File: config.mk
export PLATFORM = sky130hd
export DESIGN_NAME = pfd_ctrl
export DESIGN_NICKNAME = d
export VERILOG_FILES = /design/src/hw/rtl/pfd_pkg.sv /design/src/hw/rtl/pfd_ctrl.sv
export SDC_FILE = /design/constraint.sdc
export NUM_CORES = 1
export LEC_CHECK = 0
export BUFFER_PORTS_ARGS = -buffer_cell sky130_fd_sc_hd__buf_2
export CELL_PAD_IN_SITES_DETAIL_PLACEMENT = 0
export CELL_PAD_IN_SITES_GLOBAL_PLACEMENT = 1
export CORE_UTILIZATION = 36
export DETAILED_ROUTE_END_ITERATION = 10
export PLACE_DENSITY = 0.83
export SLEW_MARGIN = 25
export SYNTH_ARGS = -nofsm -noshare
export SYNTH_HDL_FRONTEND = slang
export SYNTH_SLANG_ARGS = --single-unit
File: constraint.sdc
create_clock -name clk -period 2.45 [get_ports clk]
set_input_delay 0.3675 -clock clk [delete_from_list [all_inputs] [get_ports clk]]
set_output_delay 0.3675 -clock clk [all_outputs]
set_load 0.02 [all_outputs]
File: src/hw/rtl/pfd_pkg.sv
// Shared types and constants of the PID filtered-derivative step unit.
// Used by the controller, the datapath and the top level; no dependencies.
package pfd_pkg;

    localparam int DATA_W     = 32;  // config registers, error sample, drive value
    localparam int CFG_IDX_W  = 3;
    localparam int DEN_W      = 48;  // 1 + N*Ts in Q16.16 stays below 2^48
    localparam int REC_W      = 17;  // 1/(1 + N*Ts) never exceeds 1.0
    localparam int MUL_A_W    = DATA_W + 1;
    localparam int MUL_B_W    = DATA_W + 2;
    localparam int PROD_W     = MUL_A_W + MUL_B_W;
    localparam int FRAC_W     = 16;
    localparam int ACC_W      = 52;
    localparam int DIV_STEPS  = DATA_W;
    localparam int DIV_CNT_W  = $clog2(DIV_STEPS);

    typedef enum logic [CFG_IDX_W-1:0] {
        CFG_PROP_GAIN     = 3'd0,
        CFG_INTEG_GAIN    = 3'd1,
        CFG_DERIV_GAIN    = 3'd2,
        CFG_FILTER_COEF   = 3'd3,
        CFG_SAMPLE_PERIOD = 3'd4
    } cfg_reg_t;

    typedef enum logic [2:0] {
        MUL_IT,   // Ki * Ts
        MUL_NT,   // N * Ts
        MUL_KN,   // Kd * N
        MUL_P,    // Kp * e
        MUL_I,    // ih * (e + e1)
        MUL_DG,   // dg * (e - 2*e1 + e2)
        MUL_DR    // rec * D_prev
    } mul_sel_t;

    typedef enum logic [3:0] {
        S_IDLE,
        S_PRE_IT,
        S_PRE_NT,
        S_PRE_KN,
        S_DG_LOAD,
        S_DG_DIV,
        S_REC_LOAD,
        S_REC_DIV,
        S_REC_DONE,
        S_MUL_P,
        S_MUL_I,
        S_MUL_DG,
        S_MUL_DR,
        S_D_ADD,
        S_D_SAT,
        S_OUT
    } state_t;

    typedef struct packed {
        logic     in_load;
        mul_sel_t mul_sel;
        logic     ih_load;
        logic     den_load;
        logic     div_load_kn;
        logic     div_load_rec;
        logic     div_step;
        logic     dg_store;
        logic     rec_store;
        logic     cfg_clean;
        logic     p_load;
        logic     i_add;
        logic     dg_load;
        logic     dr_add;
        logic     d_commit;
        logic     out_load;
    } pfd_cmd_t;

    typedef struct packed {
        logic cfg_dirty;
        logic out_free;
    } pfd_stat_t;

endpackage

File: src/hw/rtl/pfd_ctrl.sv
// Sequencer of the PID filtered-derivative step unit.
// Depends on pfd_pkg; drives the datapath through pfd_cmd_t.
module pfd_ctrl (
    input  logic             clk,
    input  logic             rst_n,
    input  logic             s_valid,
    input  pfd_pkg::pfd_stat_t stat,
    output logic             in_ready,
    output pfd_pkg::pfd_cmd_t  cmd
);
    import pfd_pkg::*;

    state_t                 state_reg, state_next;
    logic [DIV_CNT_W-1:0]   cnt_reg, cnt_next;
    logic                   cnt_last;

    assign cnt_last = (cnt_reg == DIV_CNT_W'(DIV_STEPS - 1));

    always_ff @(posedge clk or negedge rst_n)
    begin
        if (!rst_n)
        begin
            state_reg <= S_IDLE;
            cnt_reg   <= '0;
        end
        else
        begin
            state_reg <= state_next;
            cnt_reg   <= cnt_next;
        end
    end

    always_comb
    begin
        state_next = state_reg;
        cnt_next   = '0;
        case (state_reg)
            S_IDLE:
            begin
                if (s_valid)
                begin
                    // derived coefficients are stale after any register write
                    state_next = stat.cfg_dirty ? S_PRE_IT : S_MUL_P;
                end
            end
            S_PRE_IT:   state_next = S_PRE_NT;
            S_PRE_NT:   state_next = S_PRE_KN;
            S_PRE_KN:   state_next = S_DG_LOAD;
            S_DG_LOAD:  state_next = S_DG_DIV;
            S_DG_DIV:
            begin
                cnt_next = cnt_reg + 1'b1;
                if (cnt_last)
                begin
                    state_next = S_REC_LOAD;
                end
            end
            S_REC_LOAD: state_next = S_REC_DIV;
            S_REC_DIV:
            begin
                cnt_next = cnt_reg + 1'b1;
                if (cnt_last)
                begin
                    state_next = S_REC_DONE;
                end
            end
            S_REC_DONE: state_next = S_MUL_P;
            S_MUL_P:    state_next = S_MUL_I;
            S_MUL_I:    state_next = S_MUL_DG;
            S_MUL_DG:   state_next = S_MUL_DR;
            S_MUL_DR:   state_next = S_D_ADD;
            S_D_ADD:    state_next = S_D_SAT;
            S_D_SAT:    state_next = S_OUT;
            S_OUT:
            begin
                if (stat.out_free)
                begin
                    state_next = S_IDLE;
                end
            end
            default:    state_next = S_IDLE;
        endcase
    end

    always_comb
    begin
        cmd         = '0;
        cmd.mul_sel = MUL_P;
        in_ready    = 1'b0;
        case (state_reg)
            S_IDLE:
            begin
                in_ready    = 1'b1;
                cmd.in_load = s_valid;
            end
            S_PRE_IT:   cmd.mul_sel = MUL_IT;
            S_PRE_NT:
            begin
                cmd.mul_sel = MUL_NT;
                cmd.ih_load = 1'b1;
            end
            S_PRE_KN:
            begin
                cmd.mul_sel  = MUL_KN;
                cmd.den_load = 1'b1;
            end
            S_DG_LOAD:  cmd.div_load_kn = 1'b1;
            S_DG_DIV:   cmd.div_step    = 1'b1;
            S_REC_LOAD:
            begin
                cmd.dg_store     = 1'b1;
                cmd.div_load_rec = 1'b1;
            end
            S_REC_DIV:  cmd.div_step = 1'b1;
            S_REC_DONE:
            begin
                cmd.rec_store = 1'b1;
                cmd.cfg_clean = 1'b1;
            end
            S_MUL_P:    cmd.mul_sel = MUL_P;
            S_MUL_I:
            begin
                cmd.mul_sel = MUL_I;
                cmd.p_load  = 1'b1;
            end
            S_MUL_DG:
            begin
                cmd.mul_sel = MUL_DG;
                cmd.i_add   = 1'b1;
            end
            S_MUL_DR:
            begin
                cmd.mul_sel = MUL_DR;
                cmd.dg_load = 1'b1;
            end
            S_D_ADD:    cmd.dr_add   = 1'b1;
            S_D_SAT:    cmd.d_commit = 1'b1;
            S_OUT:      cmd.out_load = stat.out_free;
            default:    cmd = '0;
        endcase
    end

endmodule

# [After elaboration in Yosys (flattened, before gate mapping)]
# Cells that the tools add are included.
[op_classes] n_addsub=1 multipliers=0 div=0 magnitude_cmp=0 eq_ne=20 shifts=0 mux=22 bitwise=0 reduce_logical=3
[ops] op="4-bit one-hot mux with 16 select lines" n=1
[ops] op="4-bit == test (second input constant)" n=8
[ops] op="4-bit 2-to-1 mux" n=5
[ops] op="3-bit one-hot mux with 6 select lines" n=1
[ops] op="4-bit by 3-bit == test with 1-bit output (second input constant)" n=4
[ops] op="1-bit 2-to-1 mux" n=13
[ops] op="4-bit by 2-bit == test with 1-bit output (second input constant)" n=2
[ops] op="2-bit != test (second input constant)" n=4
[ops] op="5-bit by 1-bit adder with 5-bit output (second input constant)" n=1
[ops] op="5-bit == test (second input constant)" n=1
[ops] op="5-bit 2-to-1 mux" n=1
[ops] op="4-bit by 1-bit == test with 1-bit output (second input constant)" n=1
[ops] op="4-bit logical NOT" n=1
[ops] op="4-bit AND reduction" n=1
[ops] op="2-bit 2-to-1 mux" n=1
[ops] op="2-bit OR reduction" n=1
[word_totals] regBits=9 latchBits=0 mem_bits_rw=0 romBits=0 input_bits=5 output_inout_bits=19 wordCells=48 memories=0

# [Logic depth before layout (Yosys ltp)]
# Gate-level depths: netlist (run 1).
[depth] ltp_word=3 depth_mapped=7 mapped_depth_nobuf=6

# [Worst setup path before layout (run 1)]
# OpenSTA, ideal clock, no wires.
[synth_timing] kind="flip-flop to output port" startpoint="register state_reg[0]" endpoint="output cmd[16] (netlist name)" arrival_ns=1.689 required_time_ns=2.082 slack_ns=0.393 stages_incl_launch_ff=7 path_buffers=1 cell_sequence="dfrtp_1 inv_1 ha_1 buf_2 inv_1 nor3_1 or3_1"
[synth_lines] item="start, declared" line_no="pfd_ctrl.sv:13" source="state_t state_reg, state_next;"
[synth_lines] item="start signal, assigned" line_no="pfd_ctrl.sv:28" source="state_reg <= state_next;"
[synth_lines] item="end, declared" line_no="pfd_ctrl.sv:9" source="output pfd_pkg::pfd_cmd_t cmd"

==> metrics, run 1 <==
ys async rst share 100%; Starting DRT DRC Count 13; CTS tree built; WHS Path Cells 2; die width 48.1 um; H-tree Lvls 1; PwrDens 296 mW/mm2; share of layout cells above drive strength 1 31.8%; Max-Cap Viols 0; GRT Util Overall 15.0%; # resized after CTS 0; Worst setup EP type output pin; clk_skew 1.13 ps; Worst R2R Start cnt_reg[0]; crit share post-route 87.1%; min Tclk post-route 2130 ps; starting density of the core 38.6%; Yosys reg bits 9; RSZ-0062 raised after global routing false; HP Start stat[1]; Hold Path Class input pin to flop; Syn Area/Cell 8.99 um2; CTS Sinks 9; utilization after layout 45.9%; Worst path top cell family by delay buffers and inverters; TNS Setup 0 ps; Setup-failing EPs final 0; Rel. slew slack 63.8%; post-cts hold buffer count 1; sequential standard cell area 225 um2; row cnt 16; area of the mapped netlist 764 um2; busiest metal layer after global routing met1; largest family of logic cells by synthesized area simple AND/OR/NAND/NOR gates; clock tree buffer depth 2; r2r endpoint state_reg[1]; Via density 4.93; crit path capture cmd[16]; clock-pin slew on the worst setup and hold paths 60 ps; cell count after synthesis 85; Primary FF master, synth dfrtp_1; Worst-Margin Slew 544 ps; Synth top area share 29.5%; Post-CTS Setup Bufs 0; mux cell area share after synthesis 4.58%; Levels on crit path 6; first-pass GRT wire length 2300 um; gr ovfl total 0; Post-Synth Adder-Cell Area 11.5%; Reg2Reg Depth 6; Commonest cells post-synth nor2_1, dfrtp_1, ha_1; full die area 0.00231 mm2; io pins 24; Unique masters post-synth 36; GR Layer Usage met2 20.8%; initial antenna violation count 0; vias in the first global route 505; cell taking the most area after synthesis dfrtp_1; EDFF count, synth 0; drt drc 0; per-cell routed wire length 11.3 um; max reg flops 5; R2R Setup Slk 610 ps; Critical Path Fanout Max 8; area occupied by multi-input gates 477 um2; Inserted Clock Buffers 3; Vias 660; crit path DAT 1770 ps; post-synthesis sequential area ratio 29.5%; Area contributors post-synth dfrtp_1, ha_1, nor2_1; chip height 48.1 um; Syn Nets 97; GR Util met1 21.3%; Core ar. 0.00198 mm2; Worst-Skew Late Latency 250 ps; VDD IR max 0.243 mV; crit path max-delay cell type dfrtp_1; Fin. Hold Viols 0; Detail Route Antenna Nets 0; Synth warnings 0; GPL Wtd Cong 0.797; xor/xnor share of the synthesized area 2.29%; critical path type flop to output pin; Root Driver clkbuf_4; P_leak 0.494 nW; count leader, synth nor2_1; layout overhead on the synthesized area 19.0%; most used cell, CP inv_1; Routed WL 1520 um; DRT Pass-1 Iters 4; Ant. Diodes 0; Post-Synth Simple-Gate Area 28.0%; fill count 198; Crit path largest cell delay 410 ps; status completed; Port Buffers 23; nets@finish 120; GRT met3 Usage 5.66%; Critical Path RT 2080 ps; Synth Area in Compound Gates 16.0%; Worst Path Buf+Inv 3; critical-path cell list inv_1 > ha_1 > inv_1 > nor3_1 > or3_1 > buf_2; origin of the worst setup path state_reg[0]; CP startpoint kind flop; DP HPWL 1180 um; max-slew violation count 0; pin count of the biggest net entering global routing 21; Max Freq 0.469 GHz
## power by group
| part | leakage, nW | internal (mW) | switching (mW) |
|---|---|---|---|
| logic | 0.379 | 0.00356 | 0.00455 |
| registers | 0.100 | 0.149 | 0 |
| clock network | 0.0150 | 0.0626 | 0.0496 |
## cell type report
class                      count  area share [%]
clock buffer                   4            2.89
tap                           27            3.71
inverter                       6            2.48
multi-input combinational     64            52.4
sequential                     9            24.8
timing repair buffer          24            13.8
## metrics by stage
step | worst slack [ps] | hold WS [ps] | area [um2] | power, mW | cells
after floorplan | 393 | 71.9 | 764 | 0.152 | 85
after global placement | 611 | 223 | 873 | 0.158 | 129
after detailed placement | 595 | 233 | 873 | 0.158 | 129
after CTS | 302 | 273 | 910 | 0.274 | 134
after global routing | 110 | 273 | 910 | 0.281 | 134
final | 316 | 278 | 910 | 0.269 | 134
## worst register-to-register path, stage by stage (launching register included)
cell and delay, ps:
dfrtp_1 400, ha_1 230, and3_1 180, ha_1 210, o32ai_4 320, nor2_2 100
mux2_4 300
## routing by layer
metal	vias to the layer above	share of wire, %
li1	341	-
met4	0	0.79
met1	300	50
met3	2	3.3
met5	-	0
met2	17	46
## kinds of logic after synthesis
family,count (synthesis)
DFF,9
muxes,3
xor gates and xnor gates,2
AOI/OAI and AO/OA,13
and+or+nand+nor,39
buffers and inverters,12
adders and majority gates,7
## how the worst min path moves through the flow
stage	slack, ps	endpoint
floorplan	70	cnt_reg[0]
global placement	220	cnt_reg[1]
detailed placement	230	cnt_reg[0]
CTS	270	state_reg[3]
global route	270	state_reg[3]
finish	280	state_reg[3]
## cell usage in the layout, fill, tap and decap left out, drive strengths merged, types with 3 or more instances in the layout
cell,instances
buf,23
nor2,13
dfrtp,9
ha,7
inv,6
and3,5
nor3,5
and2,5
clkbuf,4
or2,3
No activity file was read; power rests on OpenSTA's default activity.
==> inputs of run 2 (changes only) <==
- CORE_ASPECT_RATIO: default -> 0.7
==> run 2 against run 1 <==
The flow now finishes with violations (DRC). Utilization grew 1.2 points. Via count grew 2.9%. Combinational power shrank 1%. Sequential power is essentially flat. Critical path type unchanged. Largest power group unchanged. Highest routed layer is now met3.
==> metrics, run 2 (synthesis results as in run 1) <==
VDD IR max 0.228 mV (-6.2%); routed wl met3 66 um (+32%); pin count of the biggest net entering global routing 21 (unchanged); status finished with violations; Ant. Diodes 0 (unchanged); Port Buffers 23 (unchanged); crit path DAT 1780 ps (about the same); Inserted Clock Buffers 3 (unchanged); first-pass GRT wire length 2620 um (+13%); PwrDens 301 mW/mm2 (+1.7%); metal2 WL 742 um (+6.8%); starting density of the core 39.8% (+1.3 points); max-slew violation count 0 (unchanged); Starting DRT DRC Count 38 (+25); per-cell routed wire length 12.9 um (+14%); DRT Pass-1 Iters 7 (+3); Core ar. 0.00192 mm2 (-3.2%); GRT Util Overall 15.8% (+0.75 points); Critical Path Fanout Max 20 (+12); Post-Place Cell Area 867 um2 (-0.72%); max reg flops 5 (unchanged); most frequent cells in the layout buf_2, nor2_1, dfrtp_1; DP HPWL 1310 um (+11%); Detail Route Antenna Nets 0 (unchanged); GPL Wtd Cong 0.843 (+5.7%); Finished Layout Cells 129 (-3.7%); Clk network pwr share 42.4% (+0.7 points); Vias 679 (+2.9%); drt drc 5 (+5); utilization after layout 47.1% (+1.2 points); clk_skew 4.40 ps (+3.27 ps); chip height 40.6 um (-16%); Max Freq 0.466 GHz (-0.66%); min Tclk post-route 2150 ps (+14.2 ps); CP startpoint kind flop; Gate power share 2.9% (about the same); io pins 24 (unchanged); Max-Cap Viols 0 (unchanged); Hold Path Class input pin to flop; share of layout cells above drive strength 1 31.8% (unchanged); Rel. slew slack 62.1% (-1.7 points); vias in the first global route 547 (+8.3%); Root Driver clkbuf_4; Met1 Wirelength 858 um (+13%); Routed WL 1670 um (+10%); clock-pin slew on the worst setup and hold paths 60 ps (about the same); row cnt 13 (-3); TNS Setup 0 ps (unchanged); Setup-failing EPs final 0 (unchanged); Critical Path RT 2080 ps (about the same); Worst-Skew Late Latency 260 ps (about the same); gr ovfl total 0 (unchanged); internal power component 0.215 mW (about the same); Fin. Hold Viols 0 (unchanged); Placed Cells 124 (-3.9%); DR top layer met3; Post-CTS Setup Bufs 0 (unchanged); critical path type flop to output pin; Worst setup EP type output pin; CTS tree built; # resized after CTS 0 (unchanged); clock tree buffer depth 2 (unchanged); failing checks DRC; Worst-Margin Slew 569 ps (+25.2 ps); Sw Ratio 20.9% (+0.76 points); Seq pwr share 54.7% (-0.6 points); sw power 0.0568 mW (+4.8%); nets@finish 120 (unchanged); initial antenna violation count 0 (unchanged); layout overhead on the synthesized area 18.2%; CTS Sinks 9 (unchanged); full die area 0.00231 mm2 (+0.14%); most common cell after layout, fill and taps aside buf_2; die width 57.1 um (+19%); total power 0.272 mW (+1.0%); RSZ-0062 raised after global routing false; Via density 5.26 (+6.9%); H-tree Lvls 1 (unchanged); P_leak 0.494 nW (unchanged); crit share post-route 87.7% (+0.58 points); Non-Filler Cell Area, Final 903 um2 (-0.69%)
[run 2: cell counts in the layout (fill, tap and decap cells not counted)]
No cell type changed its count.
[run 2: final cells by class]
| type | count | area (um2) |
|---|---|---|
| clock buffer | 4 | 26.3 |
| fill | 195 | 1020 |
| inverter | 6 | 22.5 |
| multi-input combinational | 64 | 477 |
| sequential | 9 | 225 |
| tap | 22 | 27.5 |
| timing repair buffer | 24 | 125 |
[run 2: metal layers]
layer,track usage [%],vias up
met4,0,0
met3,4.84,0
met5,0,-
met2,24.7,15
li1,-,341
met1,22.7,323
[run 2: final timing paths]
kind | from | endpoint | slack [ps] | cells after the start
min in group asynchronous | rst_n | cnt_reg[2] | 480 | 2
min | stat[1] | state_reg[3] | 280 | 2
max in group asynchronous | rst_n | state_reg[0] | 1780 | 2
min reg2reg | cnt_reg[0] | cnt_reg[0] | 460 | 1
max | state_reg[2] | cmd[9] | 300 | 4
max reg2reg | cnt_reg[0] | state_reg[1] | 550 | 6
[run 2: critical path: stages, from the launching register on]
cell,delay (ps)
dfrtp_1,700
nand2b_1,230
or2_1,340
inv_2,90
buf_2,160
[run 2: through the flow]
step	hold slack, ps	worst slack [ps]
after floorplan	71.9	393
final	281	302
after CTS	274	279
after detailed placement	236	569
after global routing	268	113
after global placement	230	597
[run 2: what timing repair did]
| action | CTS | global route |
|---|---|---|
| hold buffers | 1 | 0 |
| endpoints found under the hold margin | 9 | 0 |
| endpoints found under the setup margin | 0 | 0 |
[run 2: power groups by stage]
| stage | clock network (mW) | logic (mW) | registers [mW] |
|---|---|---|---|
| after CTS | 0.121 | 0.00839 | 0.149 |
| final | 0.115 | 0.00801 | 0.149 |
| after floorplan | 0 | 0.000257 | 0.151 |
| after detailed placement | 0 | 0.00715 | 0.151 |
| after global placement | 0 | 0.00686 | 0.151 |
| after global routing | 0.127 | 0.00887 | 0.148 |
==> inputs of run 3 (changes only) <==
- REMOVE_ABC_BUFFERS: default -> 1
==> run 3 against run 2 <==
Sequential share of layout area stayed put. Final cell count stayed put. Clock skew is 3.6 ps lower. Cell area stayed put. Utilization stayed put. Combinational power is 2% lower. Critical path type unchanged. Register-to-register slack better by 40 ps. Hold slack better by 10 ps. Via count is 0.74% lower. The run still ends with DRC left. Sequential power hardly changed. First-iteration DRC count is 45% lower. Sequential cell count stayed put.
==> metrics, run 3 (synthesis results as in run 1) <==
clk_skew 0.764 ps (-3.64 ps); gr ovfl total 0 (unchanged); DRT Pass-1 Iters 7 (unchanged); pin count of the biggest net entering global routing 21 (unchanged); Worst Hold Endpoint state_reg[3]; max-slew violation count 0 (unchanged); Ant. Diodes 0 (unchanged); chip height 40.6 um (unchanged); Core ar. 0.00192 mm2 (unchanged); Max Freq 0.471 GHz (+1.2%); Detail Route Antenna Nets 0 (unchanged); first-pass GRT wire length 2560 um (-2.1%); TNS Setup 0 ps (unchanged); Inserted Clock Buffers 3 (unchanged); failing checks DRC; Critical Path RT 2080 ps (about the same); Worst-Skew Late Latency 250 ps (about the same); status finished with violations; Worst setup EP type output pin; Reg2Reg Depth 6 (unchanged); starting density of the core 39.8% (unchanged); crit share post-route 86.7% (-1.0 points); Port Buffers 23 (unchanged); Critical Path Fanout Max 6 (-70%); Non-Filler Cell Area, Final 903 um2 (unchanged); nets@finish 120 (unchanged); vias in the first global route 534 (-2.4%); Via density 5.22 (-0.74%); die width 57.1 um (unchanged); r2r endpoint state_reg[1]; clock tree buffer depth 2 (unchanged); Fin. Hold Viols 0 (unchanged); crit path DAT 1760 ps (-20 ps); DP HPWL 1230 um (-6.4%); Hold Path Class input pin to flop; fill count 194 (-0.51%); H-tree Lvls 1 (unchanged); RSZ-0062 raised after global routing false; min Tclk post-route 2120 ps (-24.5 ps); full die area 0.00231 mm2 (unchanged); HP Start stat[1]; GPL Wtd Cong 0.822 (-2.5%); Worst-Margin Slew 560 ps (-9.24 ps); Post-Place Cell Area 867 um2 (unchanged); most common cell after layout, fill and taps aside buf_2; row cnt 13 (unchanged); clock-pin slew on the worst setup and hold paths 60 ps (about the same); drt drc 4 (-1); per-cell routed wire length 12.4 um (-4.2%); initial antenna violation count 0 (unchanged); PwrDens 295 mW/mm2 (-1.8%); CTS Sinks 9 (unchanged); setup ws final 326 ps (+24.5 ps); R2R Setup Slk 590 ps (+40 ps); io pins 24 (unchanged); Setup-failing EPs final 0 (unchanged); most frequent cells in the layout buf_2, nor2_1, dfrtp_1; Root Driver clkbuf_4; critical path type flop to output pin; layout overhead on the synthesized area 18.2% (unchanged); Starting DRT DRC Count 21 (-45%); P_leak 0.494 nW (unchanged); dpl ws 587 ps (+17.4 ps); Vias 674 (-0.74%); max reg flops 5 (unchanged); Routed WL 1600 um (-4.2%); share of layout cells above drive strength 1 31.8% (unchanged); Max-Cap Viols 0 (unchanged); GRT Util Overall 14.9% (-0.88 points); CP startpoint kind flop; Rel. slew slack 62.7% (+0.62 points); VDD IR max 0.222 mV (-2.5%); WHS Path Cells 2 (unchanged); CTS tree built; Worst R2R Start cnt_reg[0]
==> run 3: cell counts in the layout (fill, tap and decap cells not counted) <==
No cell type changed its count.
==> run 3: report_power, final <==
group	internal (mW)	total (mW)	switching, mW
sequential	0.149	0.149	0
combinational	0.00356	0.00786	0.00430
clock	0.0625	0.110	0.0478
==> run 3: cell type report <==
class	count	area, um2	area share, %
Inverter	6	22.5	2.49
Timing Repair Buffer	24	125	13.9
Sequential cell	9	225	24.9
Clock buffer	4	26.3	2.91
Tap cell	22	27.5	3.05
Multi-Input combinational cell	64	477	52.8
==> run 3: metrics by stage <==
step                      cells  total power [mW]  util [%]  hold slack (ps)
after global placement      124             0.158      45.2              225
after detailed placement    124             0.158      45.2              228
after floorplan              79             0.152         -             71.9
final                       129             0.267      47.1              292
after global routing        129             0.285      47.1              274
after CTS                   129             0.273      47.1              285
==> run 3: critical path, stage by stage, from the launching register on <==
cell and delay [ps]:
dfrtp_1 430, ha_1 280, inv_1 180, nor3_1 80, or3_1 380, buf_2 160
==> run 3: per-layer routing <==
| metal | wire length (um) | GRT usage [%] |
|---|---|---|
| met1 | 849 | 21.7 |
| met2 | 668 | 22.6 |
| met3 | 79 | 4.84 |
| met4 | 0 | 0 |
| met5 | 0 | 0 |
==> run 3: worst max-delay path by stage <==
stage	end	startpoint	cells past startpoint	slack, ps
2_1_floorplan	cmd[16]	state_reg[0]	5	390
3_3_place_gp	cmd[9]	state_reg[2]	4	590
3_5_place_dp	state_reg[1]	cnt_reg[0]	6	590
4_1_cts	cmd[9]	state_reg[2]	4	320
5_1_grt	cmd[16]	state_reg[0]	6	140
6_report	cmd[16]	state_reg[1]	5	330
==> run 3: what timing repair did <==
| item | in CTS | in global routing |
|---|---|---|
| setup endpoints to repair | 0 | 0 |
| setup buffers | 0 | 0 |
| endpoints found under the hold margin | 9 | 0 |
| hold buffers | 1 | 0 |
| resized for setup | 0 | 0 |
